File: config.mk
export PLATFORM = sky130hd
export DESIGN_NAME = block_average_ema_filter_core
export DESIGN_NICKNAME = d
export VERILOG_FILES = /design/src/rtl/baef_pkg.sv /design/src/rtl/baef_ctrl.sv /design/src/rtl/baef_datapath.sv /design/src/rtl/block_average_ema_filter_core.sv
export VERILOG_INCLUDE_DIRS = /design/src /design/src/rtl
export SDC_FILE = /design/constraint.sdc
export NUM_CORES = 1
export LEC_CHECK = 0
export ABC_AREA = 1
export BUFFER_PORTS_ARGS = -buffer_cell sky130_fd_sc_hd__buf_2
export CORE_MARGIN = 3
export CORE_UTILIZATION = 30
export DETAILED_ROUTE_END_ITERATION = 16
export GPL_TIMING_DRIVEN = 1
export HOLD_SLACK_MARGIN = 0.1
export PLACE_DENSITY = 0.47
export RECOVER_POWER = 25
export SLEW_MARGIN = 20
export SYNTH_ARGS = -nofsm -noshare
export SYNTH_HDL_FRONTEND = slang
export SYNTH_SLANG_ARGS = --single-unit
File: constraint.sdc
create_clock -name i_clk -period 14.22 [get_ports i_clk]
set_input_delay 2.133 -clock i_clk [delete_from_list [all_inputs] [get_ports i_clk]]
set_output_delay 2.133 -clock i_clk [all_outputs]
set_load 0.005 [all_outputs]
File: src/rtl/block_average_ema_filter_core_defines.svh
// Assertion macros for the block average / EMA filter core.
// Define NO_ASSERTIONS to compile them out; no other dependencies.
`ifndef BLOCK_AVERAGE_EMA_FILTER_CORE_DEFINES_SVH
`define BLOCK_AVERAGE_EMA_FILTER_CORE_DEFINES_SVH

`ifndef NO_ASSERTIONS
// prop must hold at every rising edge outside reset
`define BAE_ASSERT(lbl, clk, rst_n, prop, msg) \
    lbl: assert property (@(posedge clk) disable iff (!rst_n) (prop)) else $error(msg);
// cond must never be true outside reset
`define BAE_NEVER(lbl, clk, rst_n, cond, msg) \
    lbl: assert property (@(posedge clk) disable iff (!rst_n) !(cond)) else $error(msg);
`else
`define BAE_ASSERT(lbl, clk, rst_n, prop, msg)
`define BAE_NEVER(lbl, clk, rst_n, cond, msg)
`endif

`endif

File: src/rtl/baef_pkg.sv
// Shared types and constants for the block average / EMA filter core.
// No dependencies.
package baef_pkg;

    localparam int FRAC_BITS  = 8;
    localparam int COUNT_W    = 8;
    localparam int ALPHA_W    = 9;
    localparam int CFG_IDX_W  = 2;
    localparam int CFG_DATA_W = 9;

    localparam logic [CFG_IDX_W-1:0] CFG_SAMPLE_COUNT = 2'd0;
    localparam logic [CFG_IDX_W-1:0] CFG_ALPHA_WEIGHT = 2'd1;

    localparam logic [COUNT_W-1:0] SAMPLE_COUNT_RESET = 8'd8;
    localparam logic [ALPHA_W-1:0] ALPHA_RESET        = 9'd26;
    localparam logic [ALPHA_W-1:0] ALPHA_ONE          = 9'd256;

    typedef struct packed {
        logic take_sample;  // input item accepted this cycle
        logic div_step;     // one restoring divide step
        logic mul;          // alpha * mean
        logic blend;        // update or seed the smoothed level
        logic load_out;     // capture result payload
    } t_cmd;

    typedef struct packed {
        logic batch_end;    // presented sample completes the batch
        logic first;        // next level update seeds the filter
    } t_status;

endpackage

File: src/rtl/baef_ctrl.sv
// Controller for the block average / EMA filter core: sequencer and result valid.
// Depends on baef_pkg and the assertion macro header.
`include "block_average_ema_filter_core_defines.svh"

module baef_ctrl
    import baef_pkg::*;
#(
    parameter int SUM_W = 20
) (
    input  logic    i_clk,
    input  logic    i_rst_n,
    input  logic    i_sample_valid,
    output logic    o_sample_stall,
    output logic    o_result_valid,
    input  logic    i_result_stall,
    input  t_status i_status,
    output t_cmd    o_cmd
);

    localparam int STEP_W = (SUM_W > 1) ? $clog2(SUM_W) : 1;

    typedef enum logic [4:0] {
        S_IDLE  = 5'b00001,
        S_DIV   = 5'b00010,
        S_MUL   = 5'b00100,
        S_BLEND = 5'b01000,
        S_OUT   = 5'b10000
    } t_state;

    t_state              r_state, n_state;
    logic [STEP_W-1:0]   r_step, n_step;
    logic                r_out_valid, n_out_valid;
    logic                out_free;
    logic                accept;

    assign accept   = i_sample_valid && (r_state == S_IDLE);
    assign out_free = !r_out_valid || !i_result_stall;

    always_comb begin
        n_state     = r_state;
        n_step      = r_step;
        n_out_valid = r_out_valid;
        o_cmd       = '0;
        if (r_out_valid && !i_result_stall) begin
            n_out_valid = 1'b0;
        end
        unique case (r_state)
            S_IDLE: begin
                o_cmd.take_sample = accept;
                if (accept && i_status.batch_end) begin
                    n_state = S_DIV;
                    n_step  = '0;
                end
            end
            S_DIV: begin
                o_cmd.div_step = 1'b1;
                n_step         = r_step + STEP_W'(1);
                if (r_step == STEP_W'(SUM_W - 1)) begin
                    n_state = i_status.first ? S_BLEND : S_MUL;
                end
            end
            S_MUL: begin
                o_cmd.mul = 1'b1;
                n_state   = S_BLEND;
            end
            S_BLEND: begin
                o_cmd.blend = 1'b1;
                n_state     = S_OUT;
            end
            S_OUT: begin
                if (out_free) begin
                    o_cmd.load_out = 1'b1;
                    n_out_valid    = 1'b1;
                    n_state        = S_IDLE;
                end
            end
            default: begin
                n_state = S_IDLE;
            end
        endcase
    end

    always_ff @(posedge i_clk) begin
        if (!i_rst_n) begin
            r_state     <= S_IDLE;
            r_step      <= '0;
            r_out_valid <= 1'b0;
        end else begin
            r_state     <= n_state;
            r_step      <= n_step;
            r_out_valid <= n_out_valid;
        end
    end

    assign o_sample_stall = (r_state != S_IDLE);
    assign o_result_valid = r_out_valid;

    // a held result must never be overwritten
    `BAE_NEVER(a_no_overwrite, i_clk, i_rst_n, o_cmd.load_out && r_out_valid && i_result_stall, "result overwritten while stalled")
    // a fresh result only follows the output state
    `BAE_ASSERT(a_valid_from_out, i_clk, i_rst_n, $rose(r_out_valid) |-> $past(r_state == S_OUT), "result valid without output step")
    // divide step count stays inside the dividend width
    `BAE_NEVER(a_step_range, i_clk, i_rst_n, (r_state == S_DIV) && (r_step > STEP_W'(SUM_W - 1)), "divide step overrun")
    // the divider leaves only towards the level update
    `BAE_ASSERT(a_div_exit, i_clk, i_rst_n, (r_state == S_DIV) |=> (r_state == S_DIV || r_state == S_MUL || r_state == S_BLEND), "bad exit from divide")

endmodule

File: src/rtl/baef_datapath.sv
// Datapath for the block average / EMA filter core: batch sum, serial divider,
// level blend, configuration and result registers. Depends on baef_pkg.
module baef_datapath
    import baef_pkg::*;
#(
    parameter int SAMPLE_BITS = 12,
    parameter int MAX_SAMPLES = 255
) (
    input  logic                   i_clk,
    input  logic                   i_rst_n,
    input  logic [SAMPLE_BITS-1:0] i_sample,
    input  logic                   i_cfg_valid,
    input  logic [CFG_IDX_W-1:0]   i_cfg_index,
    input  logic [CFG_DATA_W-1:0]  i_cfg_data,
    input  t_cmd                   i_cmd,
    output t_status                o_status,
    output logic [SAMPLE_BITS-1:0] o_batch_mean,
    output logic [SAMPLE_BITS-1:0] o_filtered_level
);

    localparam int CNT_W   = $clog2(MAX_SAMPLES + 1);
    localparam int CMP_W   = (CNT_W > COUNT_W) ? CNT_W : COUNT_W;
    localparam int SUM_W   = SAMPLE_BITS + CNT_W;
    localparam int LEVEL_W = SAMPLE_BITS + FRAC_BITS;
    localparam int PROD_W  = ALPHA_W + SAMPLE_BITS;
    localparam int ACC_W   = PROD_W + FRAC_BITS + 1;

    logic [COUNT_W-1:0]     r_sample_count;
    logic [ALPHA_W-1:0]     r_alpha;
    logic [SUM_W-1:0]       r_sum;
    logic [CNT_W-1:0]       r_taken;
    logic [LEVEL_W-1:0]     r_level;
    logic                   r_first;
    logic [SUM_W-1:0]       r_quo;
    logic [CNT_W-1:0]       r_rem;
    logic [CNT_W-1:0]       r_div;
    logic [PROD_W-1:0]      r_prod;
    logic [SAMPLE_BITS-1:0] r_mean_out;
    logic [SAMPLE_BITS-1:0] r_level_out;

    logic [SUM_W-1:0]       sum_next;
    logic [CNT_W-1:0]       taken_next;
    logic [CMP_W-1:0]       batch_len;
    logic                   batch_end;
    logic [CNT_W:0]         rem_sh;
    logic [CNT_W:0]         rem_diff;
    logic                   rem_ge;
    logic [SAMPLE_BITS-1:0] mean;
    logic [ALPHA_W-1:0]     alpha_sat;
    logic [ALPHA_W-1:0]     alpha_inv;
    logic [ACC_W-1:0]       acc;

    // zero count acts as one; counts above the capacity saturate
    always_comb begin
        batch_len = CMP_W'(r_sample_count);
        if (r_sample_count == '0) begin
            batch_len = CMP_W'(1);
        end
        if (batch_len > CMP_W'(MAX_SAMPLES)) begin
            batch_len = CMP_W'(MAX_SAMPLES);
        end
    end

    assign sum_next   = r_sum + SUM_W'(i_sample);
    assign taken_next = r_taken + CNT_W'(1);
    assign batch_end  = CMP_W'(taken_next) >= batch_len;

    assign rem_sh   = {r_rem, r_quo[SUM_W-1]};
    assign rem_ge   = rem_sh >= {1'b0, r_div};
    assign rem_diff = rem_sh - {1'b0, r_div};

    // quotient never exceeds the largest sample value
    assign mean = r_quo[SAMPLE_BITS-1:0];

    assign alpha_sat = (r_alpha > ALPHA_ONE) ? ALPHA_ONE : r_alpha;
    assign alpha_inv = ALPHA_ONE - alpha_sat;
    assign acc = ACC_W'({r_prod, {FRAC_BITS{1'b0}}})
               + (ACC_W'(alpha_inv) * ACC_W'(r_level))
               + ACC_W'(1 << (FRAC_BITS - 1));

    always_ff @(posedge i_clk) begin
        if (!i_rst_n) begin
            r_sample_count <= SAMPLE_COUNT_RESET;
            r_alpha        <= ALPHA_RESET;
            r_sum          <= '0;
            r_taken        <= '0;
            r_level        <= '0;
            r_first        <= 1'b1;
        end else begin
            if (i_cfg_valid) begin
                unique case (i_cfg_index)
                    CFG_SAMPLE_COUNT: r_sample_count <= i_cfg_data[COUNT_W-1:0];
                    CFG_ALPHA_WEIGHT: r_alpha        <= i_cfg_data[ALPHA_W-1:0];
                    default: ;
                endcase
            end
            if (i_cmd.take_sample) begin
                if (batch_end) begin
                    r_sum   <= '0;
                    r_taken <= '0;
                end else begin
                    r_sum   <= sum_next;
                    r_taken <= taken_next;
                end
            end
            if (i_cmd.blend) begin
                r_first <= 1'b0;
                if (r_first) begin
                    r_level <= {mean, {FRAC_BITS{1'b0}}};
                end else begin
                    r_level <= acc[FRAC_BITS +: LEVEL_W];
                end
            end
        end
    end

    // divider and result payload, no reset needed
    always_ff @(posedge i_clk) begin
        if (i_cmd.take_sample && batch_end) begin
            r_quo <= sum_next;
            r_rem <= '0;
            r_div <= taken_next;
        end else if (i_cmd.div_step) begin
            r_quo <= {r_quo[SUM_W-2:0], rem_ge};
            r_rem <= rem_ge ? rem_diff[CNT_W-1:0] : rem_sh[CNT_W-1:0];
        end
        if (i_cmd.mul) begin
            r_prod <= PROD_W'(alpha_sat) * PROD_W'(mean);
        end
        if (i_cmd.load_out) begin
            r_mean_out  <= mean;
            r_level_out <= r_level[LEVEL_W-1:FRAC_BITS];
        end
    end

    assign o_status.batch_end = batch_end;
    assign o_status.first     = r_first;
    assign o_batch_mean       = r_mean_out;
    assign o_filtered_level   = r_level_out;

endmodule

File: src/rtl/block_average_ema_filter_core.sv
// Block average then exponential moving average: samples are summed into batches
// of sample_count, each batch mean seeds or updates a Q12.8 smoothed level. A sample
// that does not close a batch is only added to the sum. A closing sample runs the
// one-bit-per-cycle restoring divider, a step per bit of the batch sum, then the
// multiply (skipped for the first batch, which seeds the level) and blend steps;
// input stall is high from then until the result is loaded, also while it waits
// for the previous result to be taken. Configuration port is always ready; writes
// to unknown indexes are ignored. Depends on baef_pkg, baef_ctrl and baef_datapath.
module block_average_ema_filter_core
    import baef_pkg::*;
#(
    parameter int SAMPLE_BITS = 12,
    parameter int MAX_SAMPLES = 255
) (
    input  logic                   i_clk,
    input  logic                   i_rst_n,
    input  logic                   i_sample_valid,
    output logic                   o_sample_stall,
    input  logic [SAMPLE_BITS-1:0] i_sample,
    output logic                   o_result_valid,
    input  logic                   i_result_stall,
    output logic [SAMPLE_BITS-1:0] o_batch_mean,
    output logic [SAMPLE_BITS-1:0] o_filtered_level,
    input  logic                   i_cfg_valid,
    output logic                   o_cfg_ready,
    input  logic [CFG_IDX_W-1:0]   i_cfg_index,
    input  logic [CFG_DATA_W-1:0]  i_cfg_data
);

    localparam int SUM_W = SAMPLE_BITS + $clog2(MAX_SAMPLES + 1);

    t_cmd    cmd;
    t_status status;

    assign o_cfg_ready = 1'b1;

    baef_ctrl #(
        .SUM_W (SUM_W)
    ) u_ctrl (
        .i_clk          (i_clk),
        .i_rst_n        (i_rst_n),
        .i_sample_valid (i_sample_valid),
        .o_sample_stall (o_sample_stall),
        .o_result_valid (o_result_valid),
        .i_result_stall (i_result_stall),
        .i_status       (status),
        .o_cmd          (cmd)
    );

    baef_datapath #(
        .SAMPLE_BITS (SAMPLE_BITS),
        .MAX_SAMPLES (MAX_SAMPLES)
    ) u_datapath (
        .i_clk            (i_clk),
        .i_rst_n          (i_rst_n),
        .i_sample         (i_sample),
        .i_cfg_valid      (i_cfg_valid),
        .i_cfg_index      (i_cfg_index),
        .i_cfg_data       (i_cfg_data),
        .i_cmd            (cmd),
        .o_status         (status),
        .o_batch_mean     (o_batch_mean),
        .o_filtered_level (o_filtered_level)
    );

endmodule
==> impl_results.md, run 1 <==
* Outcome: finished clean
* Sum of routed wire length over all layers at 47.3 mm
* Number of synthesis warnings at 0
* Full die area at about 57000 um^2
* Root cell of the clock tree: clkbuf_16
* Synth unique cells at 55
* GRT Overall Usage at 0.172
* Max-cap violations at 0
* Number of filler cells placed in the layout at a little under 6000
* Starting utilization of the core area at 0.304
* Proportion of synthesized chip area in sequential cells at 0.236
* Finish-stage setup viols at 0
* Maximum clock rate at 131 MHz
* Post-synthesis cell area at 16400 um^2
* Clock slew at the register clock pins of the worst setup and hold paths at 0.07 ns
* Total CTS buffers at 17
* Clock latency on the worst-skew pair at between 0.4 and 0.5 ns
* Routed via count at approximately 13000
* Worst-margin pin slew at about 1.0 ns
* Syn nets at roughly 2400
* Final clock period utilization by the worst path at 0.536
* Slew Limit Fails at 0
* FF-to-FF setup slack at 6.60 ns
* Average routed wire per standard cell at around 17 um
* Global route total overflow at 0
* Startpoint of the lowest-slack hold path: u_datapath.r_rem[7]$_SDFFE_PP0P_
* Vias in the first global route at between 10000 and 15000
* Worst path arrival time at 7.94 ns
* Resized Gates After CTS at 0
* Std cell rows at 85
* Max transition margin at 0.334
* Final HPWL DP at around 38 mm
* Power after layout at 1.50 mW
* Final estimated routing congestion in global placement at roughly 0.9
* Flop and latch count out of synthesis at between 150 and 200
* Wire length of the first global-routing pass at between 70 and 80 mm
* Fraction of layout cells with a size suffix above 1 at 0.0662
* Depth of the worst hold-timing path at 2
* Slowest Stage Delay on Critical Path at between 0.6 and 0.7 ns
* Post-CTS setup repair buffer count at 0
* I/O pin cnt at 55
* Critical-path top delay cell: o21ai_0
* Port Buffer Count at 53
* Final routed DRC violation total at 0
* CTS sink count at around 160
* Post-Synthesis Mean Instance Area at 8.15 um^2
* Minimum period implied by the final worst setup slack at roughly 7.6 ns
* DP Cell Count at approximately 2700
* Start of the worst register-to-register path: u_datapath.r_alpha[4]$_SDFFE_PN1P_
* Biggest fanout along the worst timing path at 17
* Width of the die at 240 um
* Combined flip-flop and latch cell area at just under 4000 um^2
* Hold Buf Count CTS at 0
* TritonCTS clock tree: done
* Capture point of the worst reg-to-reg path: u_datapath.r_level[19]$_SDFFE_PN0P_
* CP Data Required Time at about 15 ns
* Pwr/cell area at ~83 nW/um^2
* Critical path's most frequent cell: nand2_1
* Post-route insts no fill at about 2800
* Hold Violations, Final at 0
* Level count of the clock H-tree at 4
* Worst hold-check path type: register to register
* Setup repair after global routing missed its margin: no
* LEAKAGE at roughly 8.7 nW
* Worst clock skew at between 0.015 and 0.02 ns
* Peak supply drop at between 0.08 and 0.09 mV
* Design area at between 15000 and 20000 um^2
* Area after detailed placement at approximately 17000 um^2
* Average vias per placed instance at around 4.8
* Post-layout net count at approximately 2400
* Synthesized instance count at about 2000
* Buffer levels on the longest clock path at 2
* Antenna violations before repair at 4
* Critical setup path kind: register to register
* Multi-input logic area at between 10000 and 15000 um^2
* Initial detailed-routing violation count at around 850
* Floorplan Core Area at around 54000 um^2
* Pin count of the biggest net entering global routing at 55
* Critical Path Sink Type: register
* Post-route ant nets at 0
* Setup tns final at 0 ns
* Area added between synthesis and finish at 9.48%
* Cell count of the worst reg-to-reg path at 33
* Number of optimization iterations in the first detailed-route pass at 5
* Vertical die dimension at 240 um
* Worst-case hold slack at between 0.4 and 0.5 ns
* Worst Hold Path EP: u_datapath.r_rem[7]$_SDFFE_PP0P_
* Startpoint type of the worst setup path: register
-- synthesized netlist by cell type (all sizes together) --
cell type / n / share of area
o41ai: 1 / 0.00099
xor2: 38 / 0.020
xnor2: 14 / 0.0075
ha: 113 / 0.086
fa: 217 / 0.27
nand4: 14 / 0.0053
buf: 19 / 0.0057
a22oi: 13 / 0.0060
nand3b: 12 / 0.0055
inv: 416 / 0.095
a41o: 1 / 0.00061
o221ai: 1 / 0.00053
a21boi: 4 / 0.0018
and2: 1 / 0.00038
o21ai: 74 / 0.025
a21oi: 122 / 0.037
clkinv: 4 / 0.00092
o31ai: 1 / 0.00046
o221a: 1 / 0.00069
or2: 3 / 0.0011
a211oi: 2 / 0.00092
or4: 1 / 0.00046
dfxtp: 85 / 0.10
nand2: 422 / 0.098
o2111ai: 1 / 0.00053
o311ai: 1 / 0.00053
nand3: 68 / 0.021
o21bai: 5 / 0.0023
a31oi: 2 / 0.00076
nor2: 216 / 0.052
nor3: 17 / 0.0052
o21a: 4 / 0.0018
conb: 1 / 0.00023
nor4: 9 / 0.0046
a21o: 2 / 0.00092
clkbuf: 32 / 0.0074
o211ai: 1 / 0.00046
edfxtp: 72 / 0.13
-- critical path: cells and delay by family (launching register included) --
| kind | cells | cell delay [ns] |
|---|---|---|
| AND/OR/NAND/NOR | 16 | 2.07 |
| AO/OA/AOI/OAI | 5 | 1.22 |
| buffers and inverters | 5 | 0.52 |
| flip-flops | 1 | 0.38 |
| adder cells (fa/ha/maj) | 7 | 3.24 |
-- area by class of cell --
class | count | area share
flip-flops and latches | 157 | 0.215
clock inverters | 12 | 0.00558
clock buffers | 20 | 0.0255
diodes | 1 | 0.000140
repair buffers | 63 | 0.0189
multi-input cells | 1382 | 0.598
well taps | 696 | 0.0486
inverters | 420 | 0.0880
-- state kept, by name, indices dropped and copies added (netlist names) --
register and flops:
u_datapath.r_first 1, u_ctrl.o_result_valid 1, u_datapath.r_level 20, u_datapath.r_quo 20, u_datapath.r_rem 8, u_datapath.r_div 8, u_datapath.o_batch_mean 12, u_ctrl.r_step 5
u_datapath.r_alpha 9, u_ctrl.r_state 5, u_datapath.r_sum 20, u_datapath.r_sample_count 8, u_datapath.r_prod 20, u_datapath.o_filtered_level 12, u_datapath.r_taken 8
-- where the power goes --
group / switching, mW / total, mW / internal (mW)
Clock: 0.214 / 0.453 / 0.238
Sequential: 0.0203 / 0.531 / 0.510
Combinational: 0.323 / 0.512 / 0.189
-- worst max path at each step --
stage | from | end | slack [ns]
floorplan | u_datapath.r_alpha[4]$_SDFFE_PN1P_ | u_datapath.r_level[18]$_SDFFE_PN0P_ | 8.21
global placement | u_datapath.r_alpha[4]$_SDFFE_PN1P_ | u_datapath.r_level[19]$_SDFFE_PN0P_ | 7.30
detailed placement | u_datapath.r_alpha[8]$_SDFFE_PN0P_ | u_datapath.r_level[14]$_SDFFE_PN0P_ | 7.22
CTS | u_datapath.r_alpha[8]$_SDFFE_PN0P_ | u_datapath.r_level[14]$_SDFFE_PN0P_ | 7.20
global route | u_datapath.r_alpha[4]$_SDFFE_PN1P_ | u_datapath.r_level[14]$_SDFFE_PN0P_ | 5.78
finish | u_datapath.r_alpha[4]$_SDFFE_PN1P_ | u_datapath.r_level[19]$_SDFFE_PN0P_ | 6.60
-- per-stage QoR --
stage | setup WS, ns | utilization
3_3_place_gp | 7.30 | 0.323
5_1_grt | 5.78 | 0.333
4_1_cts | 7.20 | 0.333
3_5_place_dp | 7.22 | 0.323
6_report | 6.60 | 0.333
2_1_floorplan | 8.21 | -
-- routing by layer --
metal,wire [um],part of all wire,global-route usage,vias to the layer above
li1,-,-,-,6273
met1,20800,0.44,0.221,6485
met2,22300,0.47,0.283,322
met3,2520,0.053,0.0336,86
met4,1630,0.034,0.0713,6
met5,38,0.00080,0,-
-- cells in the final DEF (no fill, tap or decap), drive strengths merged, types with 2 or more instances in the layout --
cell	synthesis	layout
inv	416	424
nand2	422	422
fa	217	217
nor2	216	216
a21oi	122	122
ha	113	113
dfxtp	85	85
o21ai	74	74
edfxtp	72	72
nand3	68	68
buf	19	62
xor2	38	38
clkbuf	32	21
nor3	17	17
nand4	14	14
xnor2	14	14
a22oi	13	13
nand3b	12	12
nor4	9	9
clkinv	4	8
o21bai	5	5
o21a	4	4
a21boi	4	4
or2	3	3
a211oi	2	2
a21o	2	2
a31oi	2	2
-- cell families (layout without fill, tap and decap cells) --
group	after synthesis	count (layout)	synth area share
simple gates	763	763	0.194
buf+inv	471	515	0.110
fa+ha+maj	330	330	0.351
compound gates	236	236	0.0815
flops	157	157	0.236
xor+xnor	52	52	0.0278
other cells	1	2	0.000229
No activity file was read; power rests on OpenSTA's default activity.
==> inputs of run 2 (changes only) <==
- clock period: 14.22 -> 7.2 ns (I/O delays scaled with it)
==> run 2 against run 1 <==
Effect of this change: the flow now finishes with violations (capacitance limit, slew limit); final cell count grew 0.62%; combinational power up 95%; sequential power increased by 98%; worst setup slack got worse by 6.2 ns.
==> impl_results.md, run 2 (synthesis results as in run 1) <==
* Setup repair after global routing missed its margin: no (unchanged)
* Pin count of the biggest net entering global routing at 34 (was 55)
* Minimum period implied by the final worst setup slack at 6.83 ns (was 7.62 ns)
* Commonest cells after routing, fill and taps aside: nand2_1, inv_1, fa_1 (unchanged)
* I/O pin cnt at 55 (unchanged)
* Biggest fanout along the worst timing path at 13 (was 17)
* Comb pwr share at 0.339 (was 0.342)
* Post-layout util at 0.336 (was 0.333)
* Startpoint type of the worst setup path: register (unchanged)
* Post-route ant nets at 0 (unchanged)
* Peak supply drop at 0.155 mV (was 0.0849 mV)
* Level count of the clock H-tree at 4 (unchanged)
* Port Buffer Count at 53 (unchanged)
* GRT Overall Usage at 0.168 (was 0.172)
* Hold Violations, Final at 0 (unchanged)
* Hold Buf Count CTS at 0 (unchanged)
* Total CTS buffers at 17 (unchanged)
* Slew Limit Fails at 25 (was 0)
* Critical-path top delay cell: fa_1 (was o21ai_0)
* Resized Gates After CTS at 0 (unchanged)
* Max transition margin at -0.333 (was 0.334)
* Worst hold-check path type: register to register (unchanged)
* Final estimated routing congestion in global placement at 0.912 (was 0.880)
* Clock slew at the register clock pins of the worst setup and hold paths at 0.08 ns (was 0.07 ns)
* Average vias per placed instance at 4.70 (was 4.79)
* Final clock period utilization by the worst path at 0.949 (was 0.536)
* LEAKAGE at 8.82 nW (was 8.74 nW)
* Vertical die dimension at 240 um (unchanged)
* Internal power of the cells at 1.84 mW (was 0.938 mW)
* Finish-stage setup viols at 0 (unchanged)
* Floorplan Core Area at 53900 um^2 (unchanged)
* TritonCTS clock tree: done (unchanged)
* Post-route insts no fill at 2768 (was 2751)
* Critical setup path kind: register to register (unchanged)
* Buffer levels on the longest clock path at 2 (unchanged)
* Full die area at 57500 um^2 (unchanged)
* Most frequent standard cell in the layout excluding fill and tap cells: nand2_1 (unchanged)
* Vias in the first global route at 13459 (was 13585)
* CP Data Required Time at 7.55 ns (was 14.54 ns)
* Setup Slack @ Placement at 0.137 ns (was 7.22 ns)
* Worst path arrival time at 7.18 ns (was 7.94 ns)
* Outcome: complete, but fails checks (was finished clean)
* Worst-margin pin slew at 2.00 ns (was 1.00 ns)
* Worst clock skew at 0.0158 ns (was 0.0195 ns)
* Clock latency on the worst-skew pair at 0.48 ns (about the same)
* Std cell rows at 85 (unchanged)
* Post-layout net count at 2416 (was 2399)
* Setup tns final at 0 ns (unchanged)
* Final HPWL DP at 37.7 mm (was 37.8 mm)
* Global route total overflow at 0 (unchanged)
* Area added between synthesis and finish at 10.6% (was 9.48%)
* Root cell of the clock tree: clkbuf_16 (unchanged)
* Net Switching at 1.12 mW (was 0.558 mW)
* Crit path setup slack, layout at 0.370 ns (was 6.60 ns)
* Worst-case hold slack at 0.459 ns (was 0.461 ns)
* DP Cell Count at 2735 (was 2718)
* FF-to-FF setup slack at 0.37 ns (was 6.60 ns)
* Initial detailed-routing violation count at 728 (was 853)
* Wire length of the first global-routing pass at 73.7 mm (was 75.3 mm)
* Critical Path Sink Type: register (unchanged)
* Part of the total power dissipated in the clock network at 0.308 (was 0.303)
* Proportion of total power due to net switching at 0.378 (was 0.373)
* Post-CTS setup repair buffer count at 0 (unchanged)
* Violations in the final reports: capacitance limit, slew limit
* Reg power frac at 0.354 (was 0.355)
* Number of filler cells placed in the layout at 5687 (was 5772)
* Width of the die at 240 um (unchanged)
* Routed via count at 13007 (was 13172)
* CTS sink count at 157 (unchanged)
* Maximum clock rate at 146 MHz (was 131 MHz)
* Pwr/cell area at 163 nW/um^2 (was 83.4 nW/um^2)
* Sum of routed wire length over all layers at 46.3 mm (was 47.3 mm)
* Fraction of layout cells with a size suffix above 1 at 0.0758 (was 0.0662)
* Slowest Stage Delay on Critical Path at 0.56 ns (was 0.65 ns)
* Final routed DRC violation total at 0 (unchanged)
* Max-cap violations at 1 (was 0)
* Antenna violations before repair at 4 (unchanged)
* Average routed wire per standard cell at 16.7 um (was 17.2 um)
* Number of optimization iterations in the first detailed-route pass at 6 (was 5)
* Starting utilization of the core area at 0.304 (unchanged)
run 2: metrics by stage:
stage / area [um^2] / power (mW)
2_1_floorplan: 16400 / 1.82
3_5_place_dp: 17500 / 2.07
3_3_place_gp: 17500 / 2.06
5_1_grt: 18100 / 3.21
4_1_cts: 18100 / 3.01
6_report: 18100 / 2.96
run 2: metal layers:
layer,wire [um],track usage,vias up
met5,41,0,-
met4,1190,0.0546,6
met3,2020,0.0303,56
met2,22600,0.289,253
met1,20500,0.213,6374
li1,-,-,6318
run 2: worst max-delay path: cells and delay by family, from the launching register on:
kind                       cells  cell delay (ns)
and+or+nand+nor               10             1.41
buffers and inverters          5             0.62
DFF                            1             0.47
AOI/OAI and AO/OA              6             1.10
xor gates and xnor gates       1             0.16
adders and majority gates      6             2.92
run 2: final cells by class:
class,count,area [um^2],area share
multi-input combinational,1382,10800,0.594
sequential,157,3860,0.213
inverter,420,1590,0.0875
tap,696,871,0.0481
timing repair buffer,80,462,0.0255
clock buffer,17,425,0.0235
clock inverter,15,148,0.00815
antenna,1,2.50,0.000138
run 2: worst paths after layout:
path,startpoint,cells after the start,end
worst min-delay path,u_datapath.r_rem[7]$_SDFFE_PP0P_,2,u_datapath.r_rem[7]$_SDFFE_PP0P_
worst min register to register,u_datapath.r_rem[7]$_SDFFE_PP0P_,2,u_datapath.r_rem[7]$_SDFFE_PP0P_
worst max-delay path,u_datapath.r_alpha[4]$_SDFFE_PN1P_,28,u_datapath.r_level[15]$_SDFFE_PN0P_
worst max register to register,u_datapath.r_alpha[4]$_SDFFE_PN1P_,28,u_datapath.r_level[15]$_SDFFE_PN0P_
run 2: power groups by stage:
stage / Clock, mW / Combinational [mW] / Sequential, mW
after floorplan: 0 / 0.764 / 1.05
after global placement: 0 / 0.997 / 1.07
final: 0.910 / 1.00 / 1.05
after detailed placement: 0 / 1.01 / 1.07
after CTS: 0.949 / 1.01 / 1.05
after global routing: 0.980 / 1.18 / 1.05
==> inputs of run 3 (changes only) <==
- RECOVER_POWER: 25 -> 100
==> run 3 against run 2 <==
Effect of this change: the flow still finishes with violations (capacitance limit, slew limit); sequential power about the same; final cell count unchanged; total power decreased by 0.17%; non-clock buffer count unchanged; hold slack about the same; global-route usage unchanged; design area decreased by 0.41%; clock power about the same; count of clock-buffer cells in the layout unchanged; sequential share of layout area increased by 0.087 points; via count about the same; critical endpoint unchanged; largest power group unchanged.
==> impl_results.md, run 3 (synthesis results as in run 1) <==
* I/O pin cnt at 55 (unchanged)
* Critical setup path kind: register to register (unchanged)
* Post-route ant nets at 0 (unchanged)
* Reg power frac at 0.354 (about the same)
* Worst-margin pin slew at 2.01 ns (was 2.00 ns)
* LEAKAGE at 8.73 nW (was 8.82 nW)
* Number of filler cells placed in the layout at 5714 (was 5687)
* Proportion of total power due to net switching at 0.378 (about the same)
* Setup tns final at 0 ns (unchanged)
* Finish-stage setup viols at 0 (unchanged)
* Capture point of the worst reg-to-reg path: u_datapath.r_level[15]$_SDFFE_PN0P_ (unchanged)
* Vias in the first global route at 13459 (unchanged)
* Antenna violations before repair at 4 (unchanged)
* Slowest Stage Delay on Critical Path at 0.56 ns (about the same)
* Biggest fanout along the worst timing path at 13 (unchanged)
* Wire length of the first global-routing pass at 73.7 mm (unchanged)
* CP delay by family, top: adder cells (unchanged)
* Depth of the worst hold-timing path at 2 (unchanged)
* Width of the die at 240 um (unchanged)
* Maximum clock rate at 146 MHz (about the same)
* Clock latency on the worst-skew pair at 0.48 ns (about the same)
* Start of the worst register-to-register path: u_datapath.r_alpha[4]$_SDFFE_PN1P_ (unchanged)
* Starting utilization of the core area at 0.304 (unchanged)
* Crit path buffers/inverters at 5 (unchanged)
* TritonCTS clock tree: done (unchanged)
* Pwr/cell area at 164 nW/um^2 (was 163 nW/um^2)
* Worst hold-check path type: register to register (unchanged)
* Net Switching at 1.11 mW (was 1.12 mW)
* Met2 wire length at 22.6 mm (about the same)
* Fraction of layout cells with a size suffix above 1 at 0.0599 (was 0.0758)
* Minimum period implied by the final worst setup slack at 6.85 ns (was 6.83 ns)
* Hold Violations, Final at 0 (unchanged)
* Number of optimization iterations in the first detailed-route pass at 6 (unchanged)
* Sum of routed wire length over all layers at 46.4 mm (was 46.3 mm)
* Comb pwr share at 0.337 (was 0.339)
* GRT Overall Usage at 0.168 (unchanged)
* Root cell of the clock tree: clkbuf_16 (unchanged)
* Worst Hold Path EP: u_datapath.r_rem[7]$_SDFFE_PP0P_ (unchanged)
* Area added between synthesis and finish at 10.1% (was 10.6%)
* Initial detailed-routing violation count at 704 (was 728)
* FF-to-FF setup slack at 0.35 ns (was 0.37 ns)
* Internal power of the cells at 1.84 mW (about the same)
* Full die area at 57500 um^2 (unchanged)
* Worst path arrival time at 7.20 ns (was 7.18 ns)
* Worst clock skew at 0.0156 ns (was 0.0158 ns)
* Combined flip-flop and latch cell area at 3860 um^2 (unchanged)
* Part of the total power dissipated in the clock network at 0.308 (about the same)
* Floorplan Core Area at 53900 um^2 (unchanged)
* Post-layout net count at 2416 (unchanged)
* Final estimated routing congestion in global placement at 0.912 (unchanged)
* Routed via count at 12995 (was 13007)
* Violations in the final reports: capacitance limit, slew limit (unchanged)
* Setup Slack @ Placement at 0.137 ns (unchanged)
* Port Buffer Count at 53 (unchanged)
* Commonest cells after routing, fill and taps aside: nand2_1, inv_1, fa_1 (unchanged)
* Vertical die dimension at 240 um (unchanged)
* Level count of the clock H-tree at 4 (unchanged)
* Most frequent standard cell in the layout excluding fill and tap cells: nand2_1 (unchanged)
* Routed met3 length at 2.01 mm (was 2.02 mm)
* Startpoint of the lowest-slack hold path: u_datapath.r_rem[7]$_SDFFE_PP0P_ (unchanged)
* Average vias per placed instance at 4.69 (was 4.70)
* CP Data Required Time at 7.55 ns (about the same)
* Average routed wire per standard cell at 16.8 um (was 16.7 um)
* Pin count of the biggest net entering global routing at 34 (unchanged)
* Crit path setup slack, layout at 0.347 ns (was 0.370 ns)
* Top Layer Used: met5 (unchanged)
* Sum of routed wire segments on met1 at 20.5 mm (about the same)
* Clock slew at the register clock pins of the worst setup and hold paths at 0.08 ns (about the same)
* Buffer levels on the longest clock path at 2 (unchanged)
* Critical-path top delay cell: fa_1 (unchanged)
* Cell count of the worst reg-to-reg path at 28 (unchanged)
* Max-cap violations at 2 (was 1)
* Post-layout util at 0.335 (was 0.336)
* Setup repair after global routing missed its margin: no (unchanged)
* Slew Limit Fails at 57 (was 25)
* Max transition margin at -0.338 (was -0.333)
* CTS sink count at 157 (unchanged)
* Final routed DRC violation total at 0 (unchanged)
* Total CTS buffers at 17 (unchanged)
* Final HPWL DP at 37.7 mm (unchanged)
* Startpoint type of the worst setup path: register (unchanged)
* Outcome: complete, but fails checks (unchanged)
* Critical Path Sink Type: register (unchanged)
* Std cell rows at 85 (unchanged)
* Multi-input logic area at 10700 um^2 (was 10800 um^2)
* Final clock period utilization by the worst path at 0.952 (was 0.949)
* Peak supply drop at 0.155 mV (about the same)
* Global route total overflow at 0 (unchanged)
## run 3: cell count changes in the layout (fill, tap and decap cells not counted), moves of 2 or more
cell | before | now
clkbuf_1 | 3 | 31
a21boi_0 | 2 | 4
o21ai_0 | 58 | 62
buf_2 | 51 | 28
a21boi_1 | 2 | 0
buf_4 | 26 | 21
o21ai_1 | 11 | 7
## run 3: worst reg2reg max path, delay by kind of cell (launching register included)
family	cells	cell delay [ns]
xor gates and xnor gates	1	0.16
and+or+nand+nor	10	1.44
adders and majority gates	6	2.92
DFF	1	0.47
AOI/OAI and AO/OA	6	1.11
buffers and inverters	5	0.65
## run 3: final cells by class
type                    instances  area share
diodes                          1    0.000139
clock buffers                  17      0.0236
clock inverters                15     0.00818
inverters                     420      0.0878
multi-input cells            1382       0.595
flip-flops and latches        157       0.214
well taps                     696      0.0483
repair buffers                 80      0.0229
## run 3: repair_timing
action,in CTS,in global routing
setup endpoints to repair,0,10
setup buffers,0,0
gates resized for setup,0,9
hold buffers,0,0
## run 3: routing by layer
metal	vias to the layer above	track usage
li1	6323	-
met1	6361	0.213
met2	247	0.289
met3	58	0.0303
met4	6	0.0546
met5	-	0
## run 3: worst max path at each step
stage                                             from                                   to  slack (ns)  cells after the start
floorplan           u_datapath.r_alpha[4]$_SDFFE_PN1P_  u_datapath.r_level[18]$_SDFFE_PN0P_        1.19                     29
global placement    u_datapath.r_alpha[4]$_SDFFE_PN1P_  u_datapath.r_level[15]$_SDFFE_PN0P_        0.19                     27
detailed placement  u_datapath.r_alpha[4]$_SDFFE_PN1P_  u_datapath.r_level[14]$_SDFFE_PN0P_        0.14                     27
CTS                 u_datapath.r_alpha[4]$_SDFFE_PN1P_  u_datapath.r_level[14]$_SDFFE_PN0P_         0.1                     27
global route        u_datapath.r_alpha[4]$_SDFFE_PN1P_  u_datapath.r_level[13]$_SDFFE_PN0P_       0.003                     29
finish              u_datapath.r_alpha[4]$_SDFFE_PN1P_  u_datapath.r_level[15]$_SDFFE_PN0P_        0.35                     28
## run 3: power groups by stage
| stage | Clock, mW | Sequential [mW] | Combinational, mW |
|---|---|---|---|
| after global routing | 0.980 | 1.05 | 1.17 |
| after CTS | 0.949 | 1.05 | 1.01 |
| after floorplan | 0 | 1.05 | 0.764 |
| after global placement | 0 | 1.07 | 0.997 |
| final | 0.910 | 1.05 | 0.996 |
| after detailed placement | 0 | 1.07 | 1.01 |
## run 3: stage by stage
| step | area, um^2 | std cells | hold slack [ns] | power (mW) |
|---|---|---|---|---|
| global placement | 17500 | 2735 | 0.441 | 2.06 |
| CTS | 18100 | 2767 | 0.460 | 3.01 |
| floorplan | 16400 | 2010 | 0.406 | 1.82 |
| global route | 18000 | 2767 | 0.490 | 3.21 |
| detailed placement | 17500 | 2735 | 0.448 | 2.07 |
| finish | 18000 | 2768 | 0.459 | 2.95 |
